## config.mk

```make
export PLATFORM = sky130hd
export DESIGN_NAME = neville_point_interpolator_core
export DESIGN_NICKNAME = d
export VERILOG_FILES = /design/src/npi_pkg.sv /design/src/npi_cell.sv /design/src/npi_div.sv /design/src/neville_point_interpolator_core.sv
export SDC_FILE = /design/constraint.sdc
export NUM_CORES = 2
export LEC_CHECK = 0
export BUFFER_PORTS_ARGS = -buffer_cell sky130_fd_sc_hd__buf_4
export CORE_UTILIZATION = 45
export CTS_BUF_LIST = sky130_fd_sc_hd__clkbuf_8
export CTS_CLUSTER_SIZE = 10
export DETAILED_ROUTE_END_ITERATION = 6
export PLACE_DENSITY = 0.6
export SYNTH_ARGS = -nofsm -noshare
export SYNTH_HDL_FRONTEND = slang
export SYNTH_HIERARCHICAL = 1
export SYNTH_SLANG_ARGS = --single-unit
export TNS_END_PERCENT = 10
```

## constraint.sdc

```tcl
create_clock -name clk -period 43.9 [get_ports clk]
set_input_delay 2.195 -clock clk [delete_from_list [all_inputs] [get_ports clk]]
set_output_delay 2.195 -clock clk [all_outputs]
set_load 0.005 [all_outputs]
```

## src/npi_pkg.sv

```systemverilog
// Shared types, codes and saturation helpers for the Neville point interpolator.
// No dependencies; used by every module under src.
`timescale 1ns / 1ps

package npi_pkg;

    localparam int DEF_MAX_POINTS = 16;

    localparam logic [1:0] FAULT_NONE = 2'd0;
    localparam logic [1:0] FAULT_EQ   = 2'd1;
    localparam logic [1:0] FAULT_CAP  = 2'd2;

    typedef struct packed {
        logic               start_set;
        logic signed [31:0] query_x;
        logic signed [31:0] sample_x;
        logic signed [31:0] sample_y;
        logic               final_point;
    } sample_t;

    typedef struct packed {
        logic signed [31:0] estimate;
        logic [4:0]         points_used;
        logic               is_final;
        logic [1:0]         fault;
    } result_t;

    // One link of the chain: an abscissa and the tableau entry of the same rank
    typedef struct packed {
        logic signed [31:0] x;
        logic signed [31:0] t;
    } cell_t;

    function automatic logic signed [31:0] sat_diff32(input logic signed [31:0] a,
                                                       input logic signed [31:0] b);
        logic signed [32:0] d;
        begin
            d = {a[31], a} - {b[31], b};
            if (d[32] != d[31])
                sat_diff32 = d[32] ? 32'sh8000_0000 : 32'sh7FFF_FFFF;
            else
                sat_diff32 = d[31:0];
        end
    endfunction

    function automatic logic signed [63:0] sat_diff64(input logic signed [63:0] a,
                                                       input logic signed [63:0] b);
        logic signed [64:0] d;
        logic signed [64:0] lim;
        begin
            lim = $signed({2'b00, {63{1'b1}}});
            d   = {a[63], a} - {b[63], b};
            if (d > lim)
                sat_diff64 = lim[63:0];
            else if (d < -lim)
                sat_diff64 = -lim[63:0];
            else
                sat_diff64 = d[63:0];
        end
    endfunction

endpackage

```

## src/npi_cell.sv

```systemverilog
// One cell of the abscissa/tableau chain: holds a pair and takes the pair on its d input on shift.
// Depends on npi_pkg.
`timescale 1ns / 1ps

module npi_cell
    import npi_pkg::*;
(
    input  logic  clk,
    input  logic  shift,
    input  cell_t d,
    output cell_t q
);

    cell_t pair_reg;

    always_ff @(posedge clk)
    begin
        if (shift)
        begin
            pair_reg <= d;
        end
    end

    assign q = pair_reg;

endmodule

```

## src/npi_div.sv

```systemverilog
// Radix-2 restoring divider: signed 64-bit by signed 32-bit, truncating, saturated to 32 bits.
// Depends on npi_pkg.
`timescale 1ns / 1ps

module npi_div
    import npi_pkg::*;
(
    input  logic               clk,
    input  logic               rst_n,
    input  logic               start,
    input  logic signed [63:0] num,
    input  logic signed [31:0] den,
    output logic               done,
    output logic signed [31:0] quo
);

    localparam int NB = 64;
    localparam int KW = $clog2(NB);

    logic [63:0]   a_reg;
    logic [31:0]   b_reg;
    logic [31:0]   rem_reg;
    logic          neg_reg;
    logic          busy_reg, busy_next;
    logic          done_reg, done_next;
    logic [KW-1:0] cnt_reg, cnt_next;
    logic [32:0]   rem_sh;
    logic          qbit;
    logic [32:0]   rem_sub;

    assign rem_sh  = {rem_reg, a_reg[63]};
    assign rem_sub = rem_sh - {1'b0, b_reg};
    assign qbit    = (rem_sh >= {1'b0, b_reg});

    always_comb
    begin
        busy_next = busy_reg;
        cnt_next  = cnt_reg;
        done_next = 1'b0;
        if (start)
        begin
            busy_next = 1'b1;
            cnt_next  = '0;
        end
        else if (busy_reg)
        begin
            cnt_next = cnt_reg + 1'b1;
            if (cnt_reg == KW'(NB - 1))
            begin
                busy_next = 1'b0;
                done_next = 1'b1;
            end
        end
    end

    always_ff @(posedge clk or negedge rst_n)
    begin
        if (!rst_n)
        begin
            busy_reg <= 1'b0;
            done_reg <= 1'b0;
            cnt_reg  <= '0;
        end
        else
        begin
            busy_reg <= busy_next;
            done_reg <= done_next;
            cnt_reg  <= cnt_next;
        end
    end

    always_ff @(posedge clk)
    begin
        if (start)
        begin
            neg_reg <= num[63] ^ den[31];
            a_reg   <= num[63] ? 64'(-num) : 64'(num);
            b_reg   <= den[31] ? 32'(-den) : 32'(den);
            rem_reg <= '0;
        end
        else if (busy_reg)
        begin
            rem_reg <= qbit ? rem_sub[31:0] : rem_sh[31:0];
            a_reg   <= {a_reg[62:0], qbit};
        end
    end

    // Clamp the magnitude into the signed 32-bit range
    always_comb
    begin
        if (neg_reg)
        begin
            if ((a_reg[63:32] != 32'd0) || (a_reg[31] && (a_reg[30:0] != 31'd0)))
                quo = 32'sh8000_0000;
            else
                quo = -$signed(a_reg[31:0]);
        end
        else
        begin
            if (a_reg[63:31] != 33'd0)
                quo = 32'sh7FFF_FFFF;
            else
                quo = $signed(a_reg[31:0]);
        end
    end

    assign done = done_reg;

endmodule

```

## src/neville_point_interpolator_core.sv

```systemverilog
// Neville interpolation, one sample point per transaction, Q16.16 arithmetic.
// Per point, the entry for each of the n stored points passes ST_DIFF, ST_MUL0, ST_MUL1,
// ST_SUB, the 64-step bit-serial divider and ST_INJ (a matching abscissa goes from ST_MUL0
// to ST_INJ). One point at a time: sample_stall stays high until the result is loaded into
// a free output register, also beyond capacity. Reset (rst_n, async, low) clears the point
// count, held query, fault and handshake state; the chain cells are undefined until written.
`timescale 1ns / 1ps

module neville_point_interpolator_core
    import npi_pkg::*;
#(
    parameter int MAX_POINTS = DEF_MAX_POINTS
)
(
    input  logic    clk,
    input  logic    rst_n,
    input  logic    sample_valid,
    output logic    sample_stall,
    input  sample_t sample_item,
    output logic    result_valid,
    input  logic    result_stall,
    output result_t result_item
);

    localparam int CW = $clog2(MAX_POINTS + 1);
    localparam int SW = $clog2(MAX_POINTS);

    localparam logic [3:0] ST_IDLE = 4'd0;
    localparam logic [3:0] ST_STEP = 4'd1;
    localparam logic [3:0] ST_DIFF = 4'd2;
    localparam logic [3:0] ST_MUL0 = 4'd3;
    localparam logic [3:0] ST_MUL1 = 4'd4;
    localparam logic [3:0] ST_SUB  = 4'd5;
    localparam logic [3:0] ST_DIV  = 4'd6;
    localparam logic [3:0] ST_INJ  = 4'd7;
    localparam logic [3:0] ST_OUT  = 4'd8;

    logic [3:0]         state_reg, state_next;
    logic [SW-1:0]      s_reg, s_next;
    logic [CW-1:0]      count_reg, count_next;
    logic [1:0]         sticky_reg, sticky_next;
    logic signed [31:0] hq_reg, hq_next;
    logic               rv_reg, rv_next;

    logic signed [31:0] xs_reg, ys_reg, q10_reg, row_reg;
    logic signed [31:0] d0_reg, d1_reg, den_reg;
    logic signed [63:0] p0_reg, p1_reg;
    logic               fin_reg, ovf_reg;
    logic [CW-1:0]      n_reg, pts_reg;
    cell_t              prev_reg;
    result_t            res_reg;

    cell_t              chain_q [MAX_POINTS];
    cell_t              head, inj;
    logic               shift_en;
    logic               accept, last_s, take_out;
    logic [CW-1:0]      eff_cnt;
    logic [1:0]         eff_sticky;
    logic signed [31:0] mul_a, mul_b;
    logic signed [63:0] prod;
    logic               div_start, div_done;
    logic signed [31:0] div_quo;

    assign head     = chain_q[0];
    assign accept   = sample_valid && !sample_stall;
    assign last_s   = (s_reg == SW'(MAX_POINTS - 1));
    assign take_out = !rv_reg || !result_stall;
    assign eff_cnt    = sample_item.start_set ? '0 : count_reg;
    assign eff_sticky = sample_item.start_set ? FAULT_NONE : sticky_reg;

    genvar gi;
    generate
        for (gi = 0; gi < MAX_POINTS; gi++)
        begin : g_cell
            if (gi == MAX_POINTS - 1)
            begin : g_tail
                npi_cell u_cell (.clk(clk), .shift(shift_en), .d(inj), .q(chain_q[gi]));
            end
            else
            begin : g_body
                npi_cell u_cell (.clk(clk), .shift(shift_en), .d(chain_q[gi+1]),
                                 .q(chain_q[gi]));
            end
        end
    endgenerate

    // One multiplier, shared by both products of an entry
    assign mul_a = (state_reg == ST_MUL0) ? d0_reg : d1_reg;
    assign mul_b = (state_reg == ST_MUL0) ? q10_reg : prev_reg.t;
    assign prod  = mul_a * mul_b;

    npi_div u_div (
        .clk   (clk),
        .rst_n (rst_n),
        .start (div_start),
        .num   (sat_diff64(p0_reg, p1_reg)),
        .den   (den_reg),
        .done  (div_done),
        .quo   (div_quo)
    );

    always_comb
    begin
        state_next  = state_reg;
        s_next      = s_reg;
        count_next  = count_reg;
        sticky_next = sticky_reg;
        hq_next     = hq_reg;
        rv_next     = rv_reg && result_stall;
        shift_en    = 1'b0;
        inj         = head;
        div_start   = 1'b0;
        case (state_reg)
            ST_IDLE:
            begin
                if (accept)
                begin
                    if (sample_item.start_set)
                        hq_next = sample_item.query_x;
                    sticky_next = eff_sticky;
                    if (eff_cnt >= CW'(MAX_POINTS))
                    begin
                        count_next = eff_cnt;
                        if (eff_sticky == FAULT_NONE)
                            sticky_next = FAULT_CAP;
                        state_next = ST_OUT;
                    end
                    else
                    begin
                        count_next = eff_cnt + 1'b1;
                        s_next     = '0;
                        state_next = ST_STEP;
                    end
                end
            end
            ST_STEP:
            begin
                if (s_reg == '0)
                begin
                    inj.x    = xs_reg;
                    inj.t    = ys_reg;
                    shift_en = 1'b1;
                end
                else if (CW'(s_reg) <= n_reg)
                begin
                    state_next = ST_DIFF;
                end
                else
                begin
                    shift_en = 1'b1;
                end
                if (shift_en)
                begin
                    if (last_s)
                        state_next = ST_OUT;
                    else
                        s_next = s_reg + 1'b1;
                end
            end
            ST_DIFF:
            begin
                state_next = ST_MUL0;
            end
            ST_MUL0:
            begin
                if (den_reg == 32'sd0)
                begin
                    if (sticky_reg == FAULT_NONE)
                        sticky_next = FAULT_EQ;
                    state_next = ST_INJ;
                end
                else
                begin
                    state_next = ST_MUL1;
                end
            end
            ST_MUL1:
            begin
                state_next = ST_SUB;
            end
            ST_SUB:
            begin
                div_start  = 1'b1;
                state_next = ST_DIV;
            end
            ST_DIV:
            begin
                if (div_done)
                    state_next = ST_INJ;
            end
            ST_INJ:
            begin
                inj.x    = prev_reg.x;
                inj.t    = row_reg;
                shift_en = 1'b1;
                if (last_s)
                    state_next = ST_OUT;
                else
                begin
                    s_next     = s_reg + 1'b1;
                    state_next = ST_STEP;
                end
            end
            ST_OUT:
            begin
                if (take_out)
                begin
                    rv_next    = 1'b1;
                    state_next = ST_IDLE;
                end
            end
            default:
            begin
                state_next = ST_IDLE;
            end
        endcase
    end

    always_ff @(posedge clk or negedge rst_n)
    begin
        if (!rst_n)
        begin
            state_reg  <= ST_IDLE;
            s_reg      <= '0;
            count_reg  <= '0;
            sticky_reg <= FAULT_NONE;
            hq_reg     <= '0;
            rv_reg     <= 1'b0;
        end
        else
        begin
            state_reg  <= state_next;
            s_reg      <= s_next;
            count_reg  <= count_next;
            sticky_reg <= sticky_next;
            hq_reg     <= hq_next;
            rv_reg     <= rv_next;
        end
    end

    always_ff @(posedge clk)
    begin
        if (accept)
        begin
            xs_reg  <= sample_item.sample_x;
            ys_reg  <= sample_item.sample_y;
            fin_reg <= sample_item.final_point;
            n_reg   <= eff_cnt;
            ovf_reg <= (eff_cnt >= CW'(MAX_POINTS));
            pts_reg <= (eff_cnt >= CW'(MAX_POINTS)) ? eff_cnt : eff_cnt + 1'b1;
        end
        if (shift_en)
        begin
            prev_reg <= head;
        end
        if (state_reg == ST_STEP && s_reg == '0)
        begin
            q10_reg <= ys_reg;
        end
        if (state_reg == ST_INJ)
        begin
            q10_reg <= row_reg;
        end
        if (state_reg == ST_DIFF)
        begin
            d0_reg  <= sat_diff32(hq_reg, prev_reg.x);
            d1_reg  <= sat_diff32(hq_reg, xs_reg);
            den_reg <= sat_diff32(xs_reg, prev_reg.x);
        end
        if (state_reg == ST_MUL0)
        begin
            // Equal abscissas: carry the left entry across
            if (den_reg == 32'sd0)
                row_reg <= q10_reg;
            else
                p0_reg <= prod;
        end
        if (state_reg == ST_MUL1)
        begin
            p1_reg <= prod;
        end
        if (state_reg == ST_DIV && div_done)
        begin
            row_reg <= div_quo;
        end
        if (state_reg == ST_OUT && take_out)
        begin
            res_reg.estimate    <= ovf_reg ? chain_q[MAX_POINTS-1].t : q10_reg;
            res_reg.points_used <= 5'(pts_reg);
            res_reg.is_final    <= fin_reg;
            res_reg.fault       <= sticky_reg;
        end
    end

    assign sample_stall = (state_reg != ST_IDLE);
    assign result_valid = rv_reg;
    assign result_item  = res_reg;

endmodule
```

# == After elaboration in Yosys (flattened, before gate mapping) ==
# Cells that the tools add are included.
# totals
in_bits,102
reg_bits,1677
elab_cells,203
output_inout_bits,42
# classes
mux,66
addsub,11
n_reduce_logical,33
order_cmp,5
n_eq_ne,20
mul,1
bitwise,2
# op_table
op,count
$mux W32,18
$mux W64,6
$pmux W64 S2,1
$sub A32 B32 Y33,3
$gt A65 B64 Y1 const B,1
$lt A65 B64 Y1 const B,1
$sub A64 B64 Y65,1
$mul A32 B32 Y64,1
$neg A32 Y32,2
$neg A64 Y64,1
$mux W4,13
$pmux W4 S9,1
$ge A33 B32 Y1,1
$reduce_bool A33 Y1,1
$logic_not A32 Y1,1
$reduce_bool A32 Y1,1
$sub A32 B32 Y32,1
$mux W31,1
$reduce_bool A31 Y1,1
$eq A4 B3 Y1 const B,4
$mux W2,7
$mux W1,12
$mux W6,2
$pmux W4 S3,1
28 further kinds,56

# == Depth between registers and ports, before layout ==
# depth
word_depth,7
depth_mapped,37
mapped_depth_nobuf,32

# == Modules after synthesis ==
# Netlist, hierarchy kept.
# by_module_without_submodules
module,area_per_inst_um2,n_inst,cells_per_inst,seq_area_each_um2
neville_point_interpolator_core,65696.8,1,6837,15254.6
npi_cell,1921.8,16,64,1921.8
npi_div,10252.3,1,1209,3753.6

# == Worst setup path after synthesis ==
# OpenSTA, ideal clock, no wires.
# synth_timing
path_type,register to register
from,register s_reg[1]
to,register g_cell[0].g_body.u_cell.pair_reg (netlist bit g_cell[0].g_body.u_cell/q[0]) (enable)
synth_period_minus_slack_ns,23.753
setup_time_ns,1.427
path_stages_with_launch,10
n_path_buf,0
required_time_ns,42.473
slack_ns,20.147
t_arrival_ns,22.325
path_cell_list,dfrtp_1 > ha_1 > nor2b_1 > o21ai_0 > nand2b_1 > a21oi_1 > o21ai_0 > and2_1 > nor2_1 > inv_1
# synth_via
elab_chain_len,5
word_cells_on_any_way,6
classes_between,1 x order compare; 4 x mux; 1 x reduce/logical
# synth_rtl
element,line,text
"start, declared",neville_point_interpolator_core.sv:39,"logic [SW-1:0] s_reg, s_next;"
"start signal, assigned",neville_point_interpolator_core.sv:233,s_reg <= s_next;
$le A4 B5 Y1,neville_point_interpolator_core.sv:144,else if (CW'(s_reg) <= n_reg)
$mux W1,neville_point_interpolator_core.sv:144,
$mux W1 (*),neville_point_interpolator_core.sv:138,if (s_reg == '0)
$mux W1 (*),neville_point_interpolator_core.sv:113,case (state_reg)
$pmux W1 S2 (*),neville_point_interpolator_core.sv:113,
net shift_en,neville_point_interpolator_core.sv:55,logic shift_en;
"end signal, assigned",npi_cell.sv:20,pair_reg <= d;
"end, declared",npi_cell.sv:14,cell_t pair_reg;
# The timed path passes the listed nets; every way through them passes the cells marked *. The select of a mux whose other input is x is not followed.
# A chain may end at the register's enable or synchronous reset.

# == Worst setup path after layout ==
# layout_timing
from,register state_reg[1]
to,register p1_reg[61] (data pin)
# layout_via
elab_chain_len,3
word_cells_on_any_way,4
classes_between,1 x mul; 1 x eq/ne; 2 x mux
# layout_rtl
element,line,text
"start, declared",neville_point_interpolator_core.sv:38,"logic [3:0] state_reg, state_next;"
"start signal, assigned",neville_point_interpolator_core.sv:232,state_reg <= state_next;
$eq A4 B2 Y1 (*),"neville_point_interpolator_core.sv:88, neville_point_interpolator_core.sv:89",
$mux W32 (on tied branches),"neville_point_interpolator_core.sv:88, neville_point_interpolator_core.sv:89",
$mul A32 B32 Y64 (*),neville_point_interpolator_core.sv:90,assign prod = mul_a * mul_b;
net prod[61],neville_point_interpolator_core.sv:60,logic signed [63:0] prod;
"end signal, assigned",neville_point_interpolator_core.sv:280,p1_reg <= prod;
"end, declared",neville_point_interpolator_core.sv:47,"logic signed [63:0] p0_reg, p1_reg;"
# The timed path passes the listed nets; every way through them passes the cells marked *.

==> results.md <==
- Status: finished clean
- Chip width: 488.9 um
- Synthesis-to-layout area growth: 9.821%
- Grt met1 use: 0.3499
- CTS Buf Count: about 290
- Max_slew headroom: 0.1429
- Nets: 10.92k
- DR pass1 iterations: 6
- Startpoint types: flip-flop
- Area leader, netlist: edfxtp_1
- Post-CTS Setup Inserts: 0
- # DRC: 0
- Final WL: roughly 300000 um
- Share of synthesized registers carrying an async set or reset: 0.03339
- Synth warn: 6
- Sequential-to-total area share from yosys stat: 0.4663
- Least-Margin Pin Slew: around 1300 ps
- WL per Instance: 23.58 um
- Post-synth top flop: edfxtp_1
- Hold buffers post-CTS: 0
- Mean number of vias per cell: ~5.5
- Post-synth EDFFs: about 1.6k
- Initial Util: 0.4532
- Final Hold Viols: 0
- WS Path Type: reg -> reg
- Met2 Usage GRT: 0.3837
- Largest register FFs: 960
- GRT Total Usage: 0.2540
- Max Fclk: 0.09006 GHz
- Crit path largest cell delay: 950 ps
- Port Buffers: approximately 140
- Die Y: between 400 and 500 um
- Layout cells sized above 1: 0.09249
- I/O pins: around 140
- Grt peak-use layer: met2
- Global route overflow: 0
- Synthesized net count: roughly 11k
- Mapped Cells: about 9.1k
- Setup Viol. Count Final: 0
- Clk_skew: between 100 and 150 ps
- Clock Sinks: 1677
- Max Slew Vio Count: 0
- Crit share post-route: 0.2529
- Crit path top cell by count: fa_1
- CP Capture Type: flip-flop
- Vias in the first global route: 71.34k
- TritonCTS clock tree: built
- Arrival @ worst endpoint: about 12000 ps
- Routed Antenna Nets: 0
- Syn_area_per_cell: between 10 and 15 um^2
- Flip-flop and latch count after synthesis: 1677
- Global-route wire length before repair: roughly 450000 um
- RSZ-0062 raised after global routing: false
- Clk_lat worst skew: 1110 ps
- Area of the core: about 240000 um^2
- Critical-path top delay cell: mux2i_4
- H-tree Lvls: 5
- First DRT Iteration DRCs: around 5.9k
- Clock root cell: clkbuf_8
- Share of the synthesized area in the top cell type: 0.4472
- Initial antenna violation count: 17
- Worst-path fanout max: 99
- Row count: 178
- CTS Buffer Depth: 4
- Clock-pin slew of the registers on the worst-case setup and hold paths: 60 ps
- CP Data Required Time: 44690 ps
- Final Wtd Congestion: about 0.97
- Post-synth cell types: approximately 110
- Via count: between 60k and 70k
- Mapped Area: about 110000 um^2
- Post-DP HPWL: between 200000 and 250000 um
- Total die area: 239100 um^2
- Hold crit path type: reg -> reg
- Period minus WS final: between 10000 and 15000 ps
- Synth top area cells: edfxtp_1 (45%), fa_1 (20%), ha_1 (4.5%)
- Post-Route Setup TNS: 0 ps
- GRT met3 Usage: 0.05972
- Max_cap viols: 0
- Post-CTS sizing: 0
- Pin count of the biggest net entering global routing: 197
## worst max-delay path: cells and delay by family (launching register included)
family                     cells  cell delay (ps)
AOI/OAI and AO/OA              9             3230
DFF                            1              520
adders and majority gates      9             4320
and+or+nand+nor                5              980
buffers and inverters          5              620
muxes                          1              950
## cell usage in the layout, fill, tap and decap left out, drive strengths merged, types with 97 or more instances in the layout
cell    count
o21ai     276
a21oi     364
fa       1087
xnor2     171
edfxtp   1589
clkbuf    297
mux2       97
a21o      134
ha        387
nor2      874
inv      1363
xor2      145
buf       303
nand2    1093
## per-layer routing
metal  vias to the layer above  wire length [um]
li1                      31090                 -
met1                     35170            129000
met2                      2795            131800
met3                       695             24860
met4                         4             14080
met5                         -                26
## cell type report
cell class / count / area (um^2)
fill: 20950 / 118200
multi-input combinational: 5796 / 51220
sequential: 1677 / 49760
inverter: 1269 / 4773
clock buffer: 297 / 4088
tap: 3150 / 3941
timing repair buffer: 303 / 2312
clock inverter: 205 / 1054
antenna: 14 / 35.03
## cell usage after synthesis, types with 43 or more instances
master / n
a211oi_1: 49
nand2b_1: 44
a21o_1: 133
xnor2_1: 171
nand4_1: 58
fa_1: 1087
mux2i_1: 94
o21a_1: 46
mux2_2: 97
edfxtp_1: 1589
maj3_1: 63
nand3_1: 85
a21oi_1: 364
clkbuf_1: 292
o31ai_1: 47
nor3_1: 79
xor2_1: 145
nor2_1: 874
o21ai_0: 272
nand2_1: 1092
inv_1: 1267
nor4_1: 45
dfrtp_1: 56
ha_1: 387
nor2b_1: 43
## worst paths after layout
kind,start,end,slack (ps),cells past startpoint
max in group asynchronous,rst_n,hq_reg[9],42020,1
hold / removal,g_cell[9].g_body.u_cell/q[16],g_cell[8].g_body.u_cell/q[16],340,0
min in group asynchronous,rst_n,count_reg[1],1200,1
setup / recovery,state_reg[1],p1_reg[61],32800,29
setup reg to reg,state_reg[1],p1_reg[61],32800,29
hold reg to reg,g_cell[9].g_body.u_cell/q[16],g_cell[8].g_body.u_cell/q[16],340,0
## through the flow
step / area, um^2 / cells / hold slack, ps / setup slack [ps] / util
global placement: 112000 / 12200 / 400.1 / 33040 / 0.4758
floorplan: 106700 / 9070 / 400.3 / 20150 / -
CTS: 117100 / 12700 / 334.4 / 32810 / 0.4976
global route: 117200 / 12700 / 353.5 / 32240 / 0.4977
finish: 117200 / 12710 / 340.3 / 32800 / 0.4978
detailed placement: 112000 / 12200 / 404.5 / 32860 / 0.4758
## logic make-up after synthesis
group           synth area share
mux                      0.01906
fa+ha+maj                 0.2552
xor+xnor                 0.02594
flops                     0.4663
buf+inv                  0.05687
simple gates              0.1025
compound gates           0.07403
Power is left out: the tool's default activity adds up to more than one toggle a clock period on the data nets, which glitch-free logic cannot reach.
